`src/design/bms_pkg.sv`:
```
// Shared types, codes and constants for the battery monitor frame receiver.
// No dependencies.
`default_nettype none

package bms_pkg;

  localparam int FRAME_BYTES = 128;
  localparam int MAX_SENSORS = 4;
  localparam int ADDR_W      = $clog2(FRAME_BYTES);
  localparam int CNT_W       = $clog2(FRAME_BYTES + 1);
  localparam int EXP_W       = 9;
  localparam int SENS_W      = $clog2(MAX_SENSORS + 1);

  localparam logic [7:0] START_BYTE = 8'hDD;
  localparam logic [7:0] END_BYTE   = 8'h77;
  localparam logic [7:0] CMD_LOW    = 8'h03;
  localparam logic [7:0] CMD_HIGH   = 8'h29;
  localparam logic [7:0] CMD_STATUS = 8'h03;
  localparam logic [7:0] CMD_CELL   = 8'h04;

  localparam logic [3:0] Q_VOLT    = 4'd0;
  localparam logic [3:0] Q_CURR    = 4'd1;
  localparam logic [3:0] Q_CAP_REM = 4'd2;
  localparam logic [3:0] Q_CAP_TYP = 4'd3;
  localparam logic [3:0] Q_CYCLES  = 4'd4;
  localparam logic [3:0] Q_PROTECT = 4'd5;
  localparam logic [3:0] Q_PERCENT = 4'd6;
  localparam logic [3:0] Q_CELLS   = 4'd7;
  localparam logic [3:0] Q_NTCS    = 4'd8;
  localparam logic [3:0] Q_TEMP    = 4'd9;
  localparam logic [3:0] Q_LOW     = 4'd10;
  localparam logic [3:0] Q_HIGH    = 4'd11;
  localparam logic [3:0] Q_DELTA   = 4'd12;
  localparam logic [3:0] Q_PARAM   = 4'd13;
  localparam logic [3:0] Q_CKERR   = 4'd14;
  localparam logic [3:0] Q_OVERRUN = 4'd15;

  // status frame walk: steps 0..8 map straight onto quantities 0..8
  localparam logic [3:0] STAT_NTC_STEP  = 4'd8;
  localparam logic [3:0] STAT_TEMP_STEP = 4'd9;
  localparam logic [3:0] STAT_CURR_STEP = 4'd1;
  localparam logic [3:0] STAT_PCT_STEP  = 4'd6;
  localparam logic [3:0] STAT_CELL_STEP = 4'd7;
  localparam int         TEMP_BASE      = 27;
  localparam int         DATA_BASE      = 4;

  localparam logic [16:0] KELVIN_OFS  = 17'd2731;
  localparam logic [15:0] DIV10_MUL   = 16'd52429;
  localparam int          DIV10_SHIFT = 19;
  localparam logic [15:0] CELL_START  = 16'd10000;

  typedef enum logic [2:0] {
    P_IDLE, P_START, P_PARAM, P_STATUS, P_CELL
  } phase_t;

  typedef enum logic [3:0] {
    S_RX, S_SUM_RD, S_SUM_ACC, S_WHI_RD, S_WHI, S_WLO, S_ACT,
    S_MUL, S_DIV, S_COUT, S_EMIT, S_NEXT
  } state_t;

  typedef enum logic [2:0] {
    J_CK, J_STAT, J_CELL, J_COUT, J_PARAM
  } job_t;

  // word position of each status reading; byte fields read the word around them
  function automatic logic [ADDR_W-1:0] stat_addr(input logic [3:0] step);
    logic [ADDR_W-1:0] a;
    case (step)
      4'd0:    a = ADDR_W'(4);
      4'd1:    a = ADDR_W'(6);
      4'd2:    a = ADDR_W'(8);
      4'd3:    a = ADDR_W'(10);
      4'd4:    a = ADDR_W'(12);
      4'd5:    a = ADDR_W'(20);
      4'd6:    a = ADDR_W'(22);
      4'd7:    a = ADDR_W'(24);
      4'd8:    a = ADDR_W'(26);
      default: a = ADDR_W'(TEMP_BASE);
    endcase
    return a;
  endfunction

  function automatic logic is_temp_code(input logic [7:0] c);
    return c inside {8'h19, 8'h1B, 8'h1D, 8'h1F};
  endfunction

  function automatic logic is_plain_code(input logic [7:0] c);
    return c inside {8'h20, 8'h21, 8'h23, 8'h25, 8'h27, 8'h28, 8'h29};
  endfunction

endpackage

`default_nettype wire

```
`src/design/bms_ram.sv`:
```
// Generic simple dual-port RAM with registered read.
// No dependencies.
`default_nettype none

module bms_ram #(
  parameter int WIDTH = 8,
  parameter int DEPTH = 128
) (
  input  wire logic                     clk,
  input  wire logic                     we,
  input  wire logic [$clog2(DEPTH)-1:0] waddr,
  input  wire logic [WIDTH-1:0]         wdata,
  input  wire logic [$clog2(DEPTH)-1:0] raddr,
  output logic      [WIDTH-1:0]         rdata
);

  logic [WIDTH-1:0] mem [DEPTH];

  always_ff @(posedge clk) begin
    if (we) begin
      mem[waddr] <= wdata;
    end
    rdata <= mem[raddr];
  end

endmodule

`default_nettype wire

```
`src/design/bms_frame_receiver.sv`:
```
// Battery monitor frame receiver: byte capture into a frame store, then a
// sequencer that walks the store to check the sum and produce readings.
// Depends on bms_pkg and bms_ram.
//
//   channel | ports            | payload
//   --------+------------------+-------------------------------------------
//   in      | in_t*            | rx_byte
//   out     | out_t*           | quantity, item_index, reading, last (tlast)
//
// A byte is taken while no frame is being evaluated and the result
// register is empty. On the end byte the sequencer reads the store one
// byte at a time through the RAM read port: it sums n - 5 bytes, then
// reads each word high byte first and passes each result through S_EMIT
// (S_COUT first for the cell results, S_MUL and S_DIV for a degree
// conversion). Reset (rst_n low, synchronous) returns to idle and marks
// the store empty. A stalled result holds the sequencer until it is taken.
`default_nettype none

module bms_frame_receiver (
  input  wire logic        clk,
  input  wire logic        rst_n,
  input  wire logic        in_tvalid,
  output logic             in_tready,
  input  wire logic [7:0]  in_tdata,   // [7:0] rx_byte
  output logic             out_tvalid,
  input  wire logic        out_tready,
  output logic [31:0]      out_tdata,  // [3:0] quantity, [11:4] item_index,
                                       // [28:12] reading, [31:29] zero
  output logic             out_tlast
);

  localparam int AW = bms_pkg::ADDR_W;
  localparam int CW = bms_pkg::CNT_W;
  localparam int EW = bms_pkg::EXP_W;
  localparam int SW = bms_pkg::SENS_W;
  localparam int FB = bms_pkg::FRAME_BYTES;

  bms_pkg::state_t state_r, state_nxt;
  bms_pkg::phase_t phase_r, phase_nxt, kind_r, kind_nxt;
  bms_pkg::job_t   job_r, job_nxt;

  logic [CW-1:0]  cnt_r, cnt_nxt, n_r, n_nxt, cells_r, cells_nxt, cidx_r, cidx_nxt;
  logic [EW-1:0]  exp_r, exp_nxt;
  logic [7:0]     cmd_r, cmd_nxt, hi_r, hi_nxt;
  logic [AW-1:0]  ptr_r, ptr_nxt;
  logic [15:0]    sum_r, sum_nxt, word_r, word_nxt;
  logic [15:0]    lo_v_r, lo_v_nxt, hi_v_r, hi_v_nxt;
  logic [7:0]     lopos_r, lopos_nxt, hipos_r, hipos_nxt;
  logic [3:0]     step_r, step_nxt;
  logic [SW-1:0]  ntc_r, ntc_nxt, sidx_r, sidx_nxt;
  logic [31:0]    prod_r, prod_nxt;
  logic [3:0]     pq_r, pq_nxt;
  logic [7:0]     pidx_r, pidx_nxt;
  logic [16:0]    pval_r, pval_nxt;
  logic           plast_r, plast_nxt;
  logic           out_valid_r, out_valid_nxt, out_last_r, out_last_nxt;
  logic [3:0]     out_q_r, out_q_nxt;
  logic [7:0]     out_idx_r, out_idx_nxt;
  logic [16:0]    out_val_r, out_val_nxt;
  logic [FB-1:0]  valid_r, valid_nxt;
  logic           rd_valid_r;

  logic           in_accept, out_free, wr_en, overrun, frame_done;
  logic           sum_last, ck_ok, cell_last, temp_code, plain_code;
  logic [AW-1:0]  waddr, raddr;
  logic [7:0]     ram_q, rd_byte, b;
  logic [CW-1:0]  cells_w;
  logic [12:0]    quot;

  assign b          = in_tdata;
  assign in_tready  = (state_r == bms_pkg::S_RX) && !out_valid_r;
  assign in_accept  = in_tvalid && in_tready;
  assign out_free   = !out_valid_r || out_tready;
  assign rd_byte    = rd_valid_r ? ram_q : 8'd0;
  assign raddr      = (state_r == bms_pkg::S_WHI) ? ptr_r + AW'(1) : ptr_r;
  assign overrun    = (EW'(cnt_r) > exp_r) || (cnt_r >= CW'(FB));
  assign frame_done = in_accept && (phase_r != bms_pkg::P_IDLE) &&
                      (phase_r != bms_pkg::P_START) && !overrun &&
                      (b == bms_pkg::END_BYTE) && (EW'(cnt_r) == exp_r);
  assign sum_last   = ptr_r == AW'(n_r - CW'(4));
  assign ck_ok      = (word_r == 16'(16'd0 - sum_r)) && (sum_r != 16'd0);
  assign cells_w    = (n_r - CW'(7)) >> 1;
  assign cell_last  = (cidx_r + CW'(1)) == cells_r;
  assign temp_code  = bms_pkg::is_temp_code(cmd_r);
  assign plain_code = bms_pkg::is_plain_code(cmd_r);
  assign quot       = prod_r[bms_pkg::DIV10_SHIFT +: 13];

  bms_ram #(.WIDTH(8), .DEPTH(FB)) u_store (
    .clk   (clk),
    .we    (wr_en),
    .waddr (waddr),
    .wdata (b),
    .raddr (raddr),
    .rdata (ram_q)
  );

  // next state
  always_comb begin
    state_nxt = state_r;
    case (state_r)
      bms_pkg::S_RX:      if (frame_done) state_nxt = bms_pkg::S_SUM_RD;
      bms_pkg::S_SUM_RD:  state_nxt = bms_pkg::S_SUM_ACC;
      bms_pkg::S_SUM_ACC: state_nxt = sum_last ? bms_pkg::S_WHI_RD : bms_pkg::S_SUM_RD;
      bms_pkg::S_WHI_RD:  state_nxt = bms_pkg::S_WHI;
      bms_pkg::S_WHI:     state_nxt = bms_pkg::S_WLO;
      bms_pkg::S_WLO:     state_nxt = bms_pkg::S_ACT;
      bms_pkg::S_ACT: begin
        case (job_r)
          bms_pkg::J_CK: begin
            if (!ck_ok) begin
              state_nxt = bms_pkg::S_EMIT;
            end else if (kind_r == bms_pkg::P_STATUS) begin
              state_nxt = bms_pkg::S_WHI_RD;
            end else if (kind_r == bms_pkg::P_CELL) begin
              state_nxt = (cells_w == '0) ? bms_pkg::S_COUT : bms_pkg::S_WHI_RD;
            end else begin
              state_nxt = (temp_code || plain_code) ? bms_pkg::S_WHI_RD : bms_pkg::S_RX;
            end
          end
          bms_pkg::J_STAT:  state_nxt = bms_pkg::S_EMIT;
          bms_pkg::J_CELL:  state_nxt = cell_last ? bms_pkg::S_COUT : bms_pkg::S_WHI_RD;
          bms_pkg::J_PARAM: state_nxt = temp_code ? bms_pkg::S_MUL : bms_pkg::S_EMIT;
          default:          state_nxt = bms_pkg::S_RX;
        endcase
      end
      bms_pkg::S_MUL:  state_nxt = bms_pkg::S_DIV;
      bms_pkg::S_DIV:  state_nxt = bms_pkg::S_EMIT;
      bms_pkg::S_COUT: state_nxt = bms_pkg::S_EMIT;
      bms_pkg::S_EMIT: begin
        if (out_free) state_nxt = plast_r ? bms_pkg::S_RX : bms_pkg::S_NEXT;
      end
      bms_pkg::S_NEXT: begin
        state_nxt = (job_r == bms_pkg::J_COUT) ? bms_pkg::S_COUT : bms_pkg::S_WHI_RD;
      end
      default: state_nxt = bms_pkg::S_RX;
    endcase
  end

  // datapath and outputs
  always_comb begin
    phase_nxt = phase_r;  kind_nxt = kind_r;   job_nxt = job_r;
    cnt_nxt   = cnt_r;    n_nxt    = n_r;      cells_nxt = cells_r;
    cidx_nxt  = cidx_r;   exp_nxt  = exp_r;    cmd_nxt = cmd_r;
    hi_nxt    = hi_r;     ptr_nxt  = ptr_r;    sum_nxt = sum_r;
    word_nxt  = word_r;   lo_v_nxt = lo_v_r;   hi_v_nxt = hi_v_r;
    lopos_nxt = lopos_r;  hipos_nxt = hipos_r; step_nxt = step_r;
    ntc_nxt   = ntc_r;    sidx_nxt = sidx_r;   prod_nxt = prod_r;
    pq_nxt    = pq_r;     pidx_nxt = pidx_r;   pval_nxt = pval_r;
    plast_nxt = plast_r;  valid_nxt = valid_r;
    wr_en     = 1'b0;
    waddr     = cnt_r[AW-1:0];
    out_valid_nxt = out_valid_r && !out_tready;
    out_q_nxt = out_q_r;  out_idx_nxt = out_idx_r;
    out_val_nxt = out_val_r; out_last_nxt = out_last_r;

    case (state_r)
      bms_pkg::S_RX: begin
        if (in_accept) begin
          case (phase_r)
            bms_pkg::P_IDLE: begin
              if (b == bms_pkg::START_BYTE) begin
                wr_en     = 1'b1;
                waddr     = '0;
                cnt_nxt   = CW'(1);
                phase_nxt = bms_pkg::P_START;
              end
            end
            bms_pkg::P_START: begin
              if ((b inside {[bms_pkg::CMD_LOW:bms_pkg::CMD_HIGH]}) && cnt_r < CW'(FB)) begin
                wr_en     = 1'b1;
                cnt_nxt   = cnt_r + CW'(1);
                exp_nxt   = EW'(FB - 1);
                cmd_nxt   = b;
                phase_nxt = (b == bms_pkg::CMD_STATUS) ? bms_pkg::P_STATUS :
                            (b == bms_pkg::CMD_CELL)   ? bms_pkg::P_CELL : bms_pkg::P_PARAM;
              end else begin
                phase_nxt = bms_pkg::P_IDLE;
                cnt_nxt   = '0;
              end
            end
            default: begin
              if (overrun) begin
                // drop the byte and report the overrun
                phase_nxt     = bms_pkg::P_IDLE;
                cnt_nxt       = '0;
                out_valid_nxt = 1'b1;
                out_q_nxt     = bms_pkg::Q_OVERRUN;
                out_idx_nxt   = '0;
                out_val_nxt   = '0;
                out_last_nxt  = 1'b1;
              end else begin
                wr_en = 1'b1;
                if (frame_done) begin
                  n_nxt     = cnt_r + CW'(1);
                  kind_nxt  = phase_r;
                  phase_nxt = bms_pkg::P_IDLE;
                  cnt_nxt   = '0;
                  ptr_nxt   = AW'(2);
                  sum_nxt   = '0;
                end else begin
                  cnt_nxt = cnt_r + CW'(1);
                  if (cnt_r == CW'(3)) exp_nxt = EW'(b) + EW'(6);
                end
              end
            end
          endcase
        end
      end
      bms_pkg::S_SUM_ACC: begin
        sum_nxt = sum_r + 16'(rd_byte);
        if (sum_last) begin
          ptr_nxt = AW'(n_r - CW'(3));
          job_nxt = bms_pkg::J_CK;
        end else begin
          ptr_nxt = ptr_r + AW'(1);
        end
      end
      bms_pkg::S_WHI: hi_nxt   = rd_byte;
      bms_pkg::S_WLO: word_nxt = {hi_r, rd_byte};
      bms_pkg::S_ACT: begin
        case (job_r)
          bms_pkg::J_CK: begin
            if (!ck_ok) begin
              pq_nxt = bms_pkg::Q_CKERR; pidx_nxt = '0;
              pval_nxt = {1'b0, word_r}; plast_nxt = 1'b1;
            end else if (kind_r == bms_pkg::P_STATUS) begin
              job_nxt  = bms_pkg::J_STAT;
              step_nxt = '0;
              ptr_nxt  = bms_pkg::stat_addr(4'd0);
            end else if (kind_r == bms_pkg::P_CELL) begin
              cells_nxt = cells_w;
              cidx_nxt  = '0;
              lo_v_nxt  = bms_pkg::CELL_START;
              hi_v_nxt  = '0;
              ptr_nxt   = AW'(bms_pkg::DATA_BASE);
              job_nxt   = (cells_w == '0) ? bms_pkg::J_COUT : bms_pkg::J_CELL;
              step_nxt  = '0;
            end else begin
              job_nxt = bms_pkg::J_PARAM;
              ptr_nxt = AW'(bms_pkg::DATA_BASE);
            end
          end
          bms_pkg::J_STAT: begin
            pq_nxt = step_r; pidx_nxt = '0;
            pval_nxt = {1'b0, word_r}; plast_nxt = 1'b0;
            if (step_r == bms_pkg::STAT_CURR_STEP) begin
              pval_nxt = {word_r[15], word_r};
            end else if (step_r == bms_pkg::STAT_PCT_STEP ||
                         step_r == bms_pkg::STAT_CELL_STEP) begin
              pval_nxt = {9'd0, word_r[7:0]};
            end else if (step_r == bms_pkg::STAT_NTC_STEP) begin
              pval_nxt  = {9'd0, word_r[15:8]};
              ntc_nxt   = (word_r[15:8] > 8'(bms_pkg::MAX_SENSORS)) ?
                          SW'(bms_pkg::MAX_SENSORS) : SW'(word_r[15:8]);
              plast_nxt = word_r[15:8] == 8'd0;
            end else if (step_r == bms_pkg::STAT_TEMP_STEP) begin
              pq_nxt    = bms_pkg::Q_TEMP;
              pidx_nxt  = 8'(sidx_r);
              pval_nxt  = {1'b0, word_r} - bms_pkg::KELVIN_OFS;
              plast_nxt = (sidx_r + SW'(1)) == ntc_r;
            end
          end
          bms_pkg::J_CELL: begin
            if (word_r < lo_v_r) begin
              lo_v_nxt = word_r; lopos_nxt = 8'(cidx_r + CW'(1));
            end
            if (word_r > hi_v_r) begin
              hi_v_nxt = word_r; hipos_nxt = 8'(cidx_r + CW'(1));
            end
            cidx_nxt = cidx_r + CW'(1);
            ptr_nxt  = ptr_r + AW'(2);
            if (cell_last) begin
              job_nxt = bms_pkg::J_COUT; step_nxt = '0;
            end
          end
          bms_pkg::J_PARAM: begin
            prod_nxt = 32'(word_r) * 32'(bms_pkg::DIV10_MUL);
            pq_nxt = bms_pkg::Q_PARAM; pidx_nxt = cmd_r;
            pval_nxt = {1'b0, word_r}; plast_nxt = 1'b1;
          end
          default: ;
        endcase
      end
      bms_pkg::S_DIV: begin
        // whole degrees minus 273.15, truncated toward zero
        if (quot >= 13'd274)      pval_nxt = {4'd0, quot} - 17'd274;
        else if (quot == 13'd273) pval_nxt = '0;
        else                      pval_nxt = {4'd0, quot} - 17'd273;
      end
      bms_pkg::S_COUT: begin
        pidx_nxt = '0; plast_nxt = 1'b0;
        case (step_r)
          4'd0: begin
            pq_nxt = bms_pkg::Q_LOW; pidx_nxt = lopos_r; pval_nxt = {1'b0, lo_v_r};
          end
          4'd1: begin
            pq_nxt = bms_pkg::Q_HIGH; pidx_nxt = hipos_r; pval_nxt = {1'b0, hi_v_r};
          end
          4'd2: begin
            pq_nxt = bms_pkg::Q_DELTA; pval_nxt = {1'b0, hi_v_r} - {1'b0, lo_v_r};
          end
          default: begin
            pq_nxt = bms_pkg::Q_CELLS; pval_nxt = 17'(cells_r); plast_nxt = 1'b1;
          end
        endcase
      end
      bms_pkg::S_EMIT: begin
        if (out_free) begin
          out_valid_nxt = 1'b1;
          out_q_nxt     = pq_r;
          out_idx_nxt   = pidx_r;
          out_val_nxt   = pval_r;
          out_last_nxt  = plast_r;
        end
      end
      bms_pkg::S_NEXT: begin
        if (job_r == bms_pkg::J_COUT) begin
          step_nxt = step_r + 4'd1;
        end else if (step_r == bms_pkg::STAT_NTC_STEP) begin
          step_nxt = bms_pkg::STAT_TEMP_STEP;
          sidx_nxt = '0;
          ptr_nxt  = AW'(bms_pkg::TEMP_BASE);
        end else if (step_r == bms_pkg::STAT_TEMP_STEP) begin
          sidx_nxt = sidx_r + SW'(1);
          ptr_nxt  = ptr_r + AW'(2);
        end else begin
          step_nxt = step_r + 4'd1;
          ptr_nxt  = bms_pkg::stat_addr(step_r + 4'd1);
        end
      end
      default: ;
    endcase

    if (wr_en) valid_nxt[waddr] = 1'b1;
  end

  always_ff @(posedge clk) begin
    if (!rst_n) begin
      state_r     <= bms_pkg::S_RX;
      phase_r     <= bms_pkg::P_IDLE;
      cnt_r       <= '0;
      exp_r       <= '0;
      lopos_r     <= '0;
      hipos_r     <= '0;
      valid_r     <= '0;
      out_valid_r <= 1'b0;
    end else begin
      state_r     <= state_nxt;
      phase_r     <= phase_nxt;
      cnt_r       <= cnt_nxt;
      exp_r       <= exp_nxt;
      lopos_r     <= lopos_nxt;
      hipos_r     <= hipos_nxt;
      valid_r     <= valid_nxt;
      out_valid_r <= out_valid_nxt;
    end
  end

  always_ff @(posedge clk) begin
    kind_r <= kind_nxt;   job_r <= job_nxt;     n_r <= n_nxt;
    cells_r <= cells_nxt; cidx_r <= cidx_nxt;   cmd_r <= cmd_nxt;
    hi_r <= hi_nxt;       ptr_r <= ptr_nxt;     sum_r <= sum_nxt;
    word_r <= word_nxt;   lo_v_r <= lo_v_nxt;   hi_v_r <= hi_v_nxt;
    step_r <= step_nxt;   ntc_r <= ntc_nxt;     sidx_r <= sidx_nxt;
    prod_r <= prod_nxt;   pq_r <= pq_nxt;       pidx_r <= pidx_nxt;
    pval_r <= pval_nxt;   plast_r <= plast_nxt;
    out_q_r <= out_q_nxt; out_idx_r <= out_idx_nxt;
    out_val_r <= out_val_nxt; out_last_r <= out_last_nxt;
    rd_valid_r <= valid_r[raddr];
  end

  assign out_tvalid = out_valid_r;
  assign out_tlast  = out_last_r;
  assign out_tdata  = {3'd0, out_val_r, out_idx_r, out_q_r};

endmodule

`default_nettype wire
```
`config.mk`:
```
export PLATFORM = sky130hd
export DESIGN_NAME = bms_frame_receiver
export DESIGN_NICKNAME = d
export VERILOG_FILES = /design/src/design/bms_pkg.sv /design/src/design/bms_ram.sv /design/src/design/bms_frame_receiver.sv
export SDC_FILE = /design/constraint.sdc
export NUM_CORES = 2
export LEC_CHECK = 0
export ABC_AREA = 1
export ABC_CLOCK_PERIOD_IN_PS = 5140
export CAP_MARGIN = 5
export CELL_PAD_IN_SITES_DETAIL_PLACEMENT = 1
export CELL_PAD_IN_SITES_GLOBAL_PLACEMENT = 1
export CORE_MARGIN = 1.5
export CORE_UTILIZATION = 45
export DETAILED_ROUTE_END_ITERATION = 8
export DONT_BUFFER_PORTS = 1
export GPL_ROUTABILITY_DRIVEN = 0
export GPL_TIMING_DRIVEN = 0
export PLACE_DENSITY = 0.83
export SKIP_CTS_REPAIR_TIMING = 1
export SLEW_MARGIN = 20
export SYNTH_ARGS = -nofsm -noshare
export SYNTH_HDL_FRONTEND = slang
export SYNTH_SLANG_ARGS = --single-unit
```
`constraint.sdc`:
```
create_clock -name clk -period 5.14 [get_ports clk]
set_input_delay 1.028 -clock clk [delete_from_list [all_inputs] [get_ports clk]]
set_output_delay 1.028 -clock clk [all_outputs]
set_load 0.01 [all_outputs]
```
# Yosys cells after proc, flatten, opt, wreduce, memory -nomap -nowiden
# Memories as Yosys holds them, arrays and structs flattened. A register that Yosys moved wholly into a read port is not among the register bits.
# Cells that the tools add are included.
# totals
ff_bits,388
ram_bits,1024
rom_bits,80
input_bits,12
output_inout_bits,35
n_memories,2
# op_classes
addsub,16
mul,1
magnitude_cmp,12
n_eq_ne,71
n_mux,156
bitwise,8
reduce_logical,65
# memory_table
memory,words,width,rd,rd_ports_with_merged_regs,write_ports,line,rtl
u_store.mem,128,8,1,1,1,bms_ram.sv:17,logic [WIDTH-1:0] mem [DEPTH];
(no name shown),16,5,1,0,0,bms_pkg.sv:68,case (step)
# op_table
cell,n
$mux W16,12
$mux W17,11
$pmux W17 S3,3
$or A128 B128 Y128,1
$mux W4,26
$mux W8,13
$mux W7,14
$pmux W16 S2,3
$pmux W8 S2,5
$eq A8 B6 Y1 const B,7
$mux W3,16
$pmux W4 S11,1
$mux W9,4
$reduce_and A5 Y1,7
$pmux W17 S2,1
$eq A8 B5 Y1 const B,4
$mul A16 B16 Y32 const B,1
$pmux W4 S2,4
$ne A2 B2 Y1 const B,15
$pmux W7 S4,1
$sub A13 B9 Y14 const B,2
$eq A4 B3 Y1 const B,6
$eq A4 B4 Y1 const B,6
$mux W1,24
74 further kinds,142

# Longest topological paths before layout
# depth
word_depth,13
depth_mapped,23
depth_no_buf,22

# Hierarchy
# From an unflattened synthesis, not the netlist that was laid out.
# unflattened
cells_unflattened,6987
area_unflattened_um2,69078.8
# by_module_without_submodules
mod,n_inst,cells_each,area_each_um2,seq_area_each_um2
bms_ram,1,3578,42285.6,30909.6
bms_frame_receiver,1,3409,26793.2,9379.0

# Worst setup path before layout
# No wires, ideal clock.
# synth_path
kind,register to register
startpoint,reg word_r[4]
endpoint,reg prod_r[30] (data pin)
setup_time_ns,0.265
t_arrival_ns,5.089
setup_slack_ns,-0.214
path_stages_with_launch,22
path_buffers,1
path_cell_list,edfxtp_1 -> clkbuf_1 -> inv_1 -> ha_1 -> xnor2_1 -> ha_1 -> fa_1 -> inv_1 -> fa_1 -> inv_1 -> fa_1 -> inv_1 -> fa_1 -> inv_1 -> ha_1 -> nand2_1 -> nor4_1 -> nand3_1 -> nand3_1 -> a21oi_1 -> o21ai_0 -> xor2_1
# synth_via
elab_chain_len,1
# synth_lines
element,line,rtl
start: declaration,bms_frame_receiver.sv:46,"logic [15:0] sum_r, sum_nxt, word_r, word_nxt;"
start signal: assignment,bms_frame_receiver.sv:363,word_r <= word_nxt; lo_v_r <= lo_v_nxt; hi_v_r <= hi_v_nxt;
$mul A16 B16 Y32,bms_frame_receiver.sv:277,prod_nxt = 32'(word_r) * 32'(bms_pkg::DIV10_MUL);
end signal: assignment,bms_frame_receiver.sv:365,prod_r <= prod_nxt; pq_r <= pq_nxt; pidx_r <= pidx_nxt;
end: declaration,bms_frame_receiver.sv:51,"logic [31:0] prod_r, prod_nxt;"
# No other way between the ends.
# A chain may end at the register's enable or synchronous reset.

# Final worst setup path
# layout_path
startpoint,reg word_r[12]
endpoint,reg prod_r[28] (data pin)
# Same word-level chain as after synthesis.

==> results.ini <==
[power]
leakage_nw=28.2
clkPwrFrac_pct=46.3
power_mw=23.4
swShare_pct=21.3
power_density_nw_per_um2=309
p_sw_mw=4.99
pwr-share-seq_pct=52.7
combPwrFrac_pct=1.0
ir_drop_v=0.000330
p_int_mw=18.4

[logic_synthesis]
synth.area.top_cells=edfxtp_1 55%, nor2_1 6.6%, dfxtp_1 5.3%
synth_simple_gate_area_share_pct=15.0
syn-instance-count=6458
ys.warnings.count=0
synth_area_per_cell_um2=10.3
synth-xor-area-share_pct=1.27
ys_seq_area_share_pct=60.3
ys_seq_elements=1401
muxShareOfSynthArea_pct=0
synth_top_family_by_area=simple AND/OR/NAND/NOR gates
synth.top_cell.area_share_pct=55.0
yosys.area.top_type=edfxtp_1
yosysUniqueCellTypes=64
yosys.area_share.adder_pct=6.87
synth_ff_type=edfxtp_1
synth_edf_count=1223
syn-cell-area_um2=66800
synth_compound_area_share_pct=11.2
async_reset_ff_share_pct=0

[global_route]
grt_pass1_vias=56500
grt_pass1_wl_um=373000
track_usage_pct=33.7
antenna_found_initial=4
grt_max_degree=136
grt_overflow_total=0

[detailed_routing]
initialDrtViolationCount=7807
first_pass_iters=8
ant_nets=0
post_drt_wl_per_cell_um=31.0
drc=0
avgViaCountPerCell=6.38
vias=55900
routed_wl_um=272000

[placed_design]
io_buffers=0
dp.cells=8397
pre_cts_slack_ps=-1120
dp_hpwl_um=176000

[sta]
finalSetupViolCount=13
relSlewSlack_pct=15.6
whs_ps=317
fin_crit_ps=5680
maxSlewViolCount=0
finalClockSkew_ps=44.7
finalWorstSetupSlack_ps=-536
finalHoldViolations=0
tightest_slew_ps=1270
rsz0062_at_grt=true
fmax_ghz=0.176
fin_crit_sh_pct=110

[clocking]
h-tree-depth=4
cts.sink_count=1401
numCtsBuffers=145
ctsRootBufferMaster=clkbuf_16
clk-insertion-delay-late_ps=840
clk_pin_slew_worst_paths_ps=70
cts_tree=yes
cts_buffer_depth=3

[setup_path]
cp_slowest_cell=fa_1
start_kind=register
worstPathArrival_ps=6220
crit_fanout=7
reg2reg_slack_ps=-540
worstSetupPathType=register to register
crit_chain=clkinvlp_4 -> ha_4 -> inv_4 -> ha_4 -> inv_2 -> fa_1 -> inv_2 -> fa_2 -> fa_1 -> inv_2 -> fa_1 -> inv_2 -> ha_4 -> a21oi_2 -> o21ai_1 -> a21oi_1 -> inv_1 -> a21oi_4 -> nor2_4 -> nand2_1 -> o211ai_1 -> xor2_1
cpPeakStageDelay_ps=660
worstPathRequired_ps=5680
cpMostUsedCell=inv_2
endpoint_kind=register

[run_status]
violations=setup timing
outcome=finished with violations

[final_layout]
layout_common_cells=1,223 x edfxtp_1, 1,123 x nor2_1, 802 x nand2_1, 610 x o21ai_0, 493 x inv_1
drive_gt1_share_pct=10.2
stdcell_count=8761
area_growth_pct=13.4
n_fill_cell=16000
final_nets=7037
layout_commonest_cell=edfxtp_1
final_util_pct=51.4

[run]
cap_violations=0

[floorplanning]
ios=47
die_w_um=388
design.core.area_um2=147000
row_count=141
initial_core_util_pct=45.3
die_h_um=388
dieArea_um2=151000

[worst_hold_path]
worstHoldPathType=input pin to register

critical path, delay by kind of cell (launching register included):
kind            cells  cell delay [ps]
flops               1              530
compound gates      5              760
simple gates        2              120
xor+xnor            1              170
buf+inv             7              730
fa+ha+maj           7             3050
registers in the layout, indices dropped and copies added (netlist names), 9 cells and up:
| register | cells |
|---|---|
| u_store.mem | 1024 |
| prod_r | 13 |
| out_val_r | 17 |
| pval_r | 17 |
| hi_v_r | 16 |
| exp_r | 9 |
| sum_r | 16 |
| valid_r | 128 |
| word_r | 16 |
| lo_v_r | 16 |
metrics by stage:
| stage | cell area (µm²) | setup TNS (ps) |
|---|---|---|
| finish | 75700 | -5370 |
| global route | 75700 | -5110 |
| CTS | 74200 | -11820 |
| detailed placement | 69500 | -10980 |
| global placement | 69300 | -10270 |
| floorplan | 66900 | -43.1 |
cell type report:
cell class                      instances  area [µm²]  area share, %
Antenna cell                            4        10.0         0.0132
Buffer                                305        1460           1.93
Clock buffer                          195        4020           5.31
Clock inverter                         72         764           1.01
Inverter                              558        2150           2.84
Multi-Input combinational cell       4195       23800           31.4
Sequential cell                      1401       40300           53.2
Tap cell                             1930        2410           3.19
Timing Repair Buffer                  101         832           1.10
cell usage after synthesis (34+ instances only):
master,n
o211ai_1,73
nor2_1,1167
xor2_1,55
inv_1,528
dfxtp_1,178
buf_2,120
o21ai_0,618
ha_1,237
o21ai_1,94
o22ai_1,182
edfxtp_1,1223
a21oi_1,191
nand2_1,809
fa_1,81
xnor2_1,34
clkbuf_1,142
nor3_1,37
o21bai_1,56
nand3_1,357
final timing paths:
| kind | start | end | cells after the start |
|---|---|---|---|
| worst max-delay path | word_r[12] | prod_r[28] | 22 |
| worst min-delay path | in_tdata[4] | u_store.mem[29][4] | 0 |
| worst max register to register | word_r[12] | prod_r[28] | 22 |
| worst min register to register | hi_r[7] | word_r[15] | 0 |
logic make-up (layout without fill, tap and decap cells):
family          count (synthesis)  in the layout
fa+ha+maj                     318            318
other cells                     1              7
flops                        1401           1401
buf+inv                       864           1231
simple gates                 2459           2459
compound gates               1323           1323
xor+xnor                       92             92
metal layers:
layer | global-route usage, % | wire [µm]
met5 | 0 | 82
met4 | 25.2 | 25900
met3 | 9.62 | 30300
met2 | 53.7 | 124000
met1 | 38.7 | 91700
power groups by stage:
stage	combinational [mW]	sequential [mW]	clock, mW
floorplan	0.139	12.6	0
global placement	0.217	12.6	0
detailed placement	0.225	12.6	0
CTS	0.228	12.3	10.8
global route	0.251	12.3	11.2
finish	0.239	12.3	10.9
Note: power is estimated with default switching activity, not from simulation.
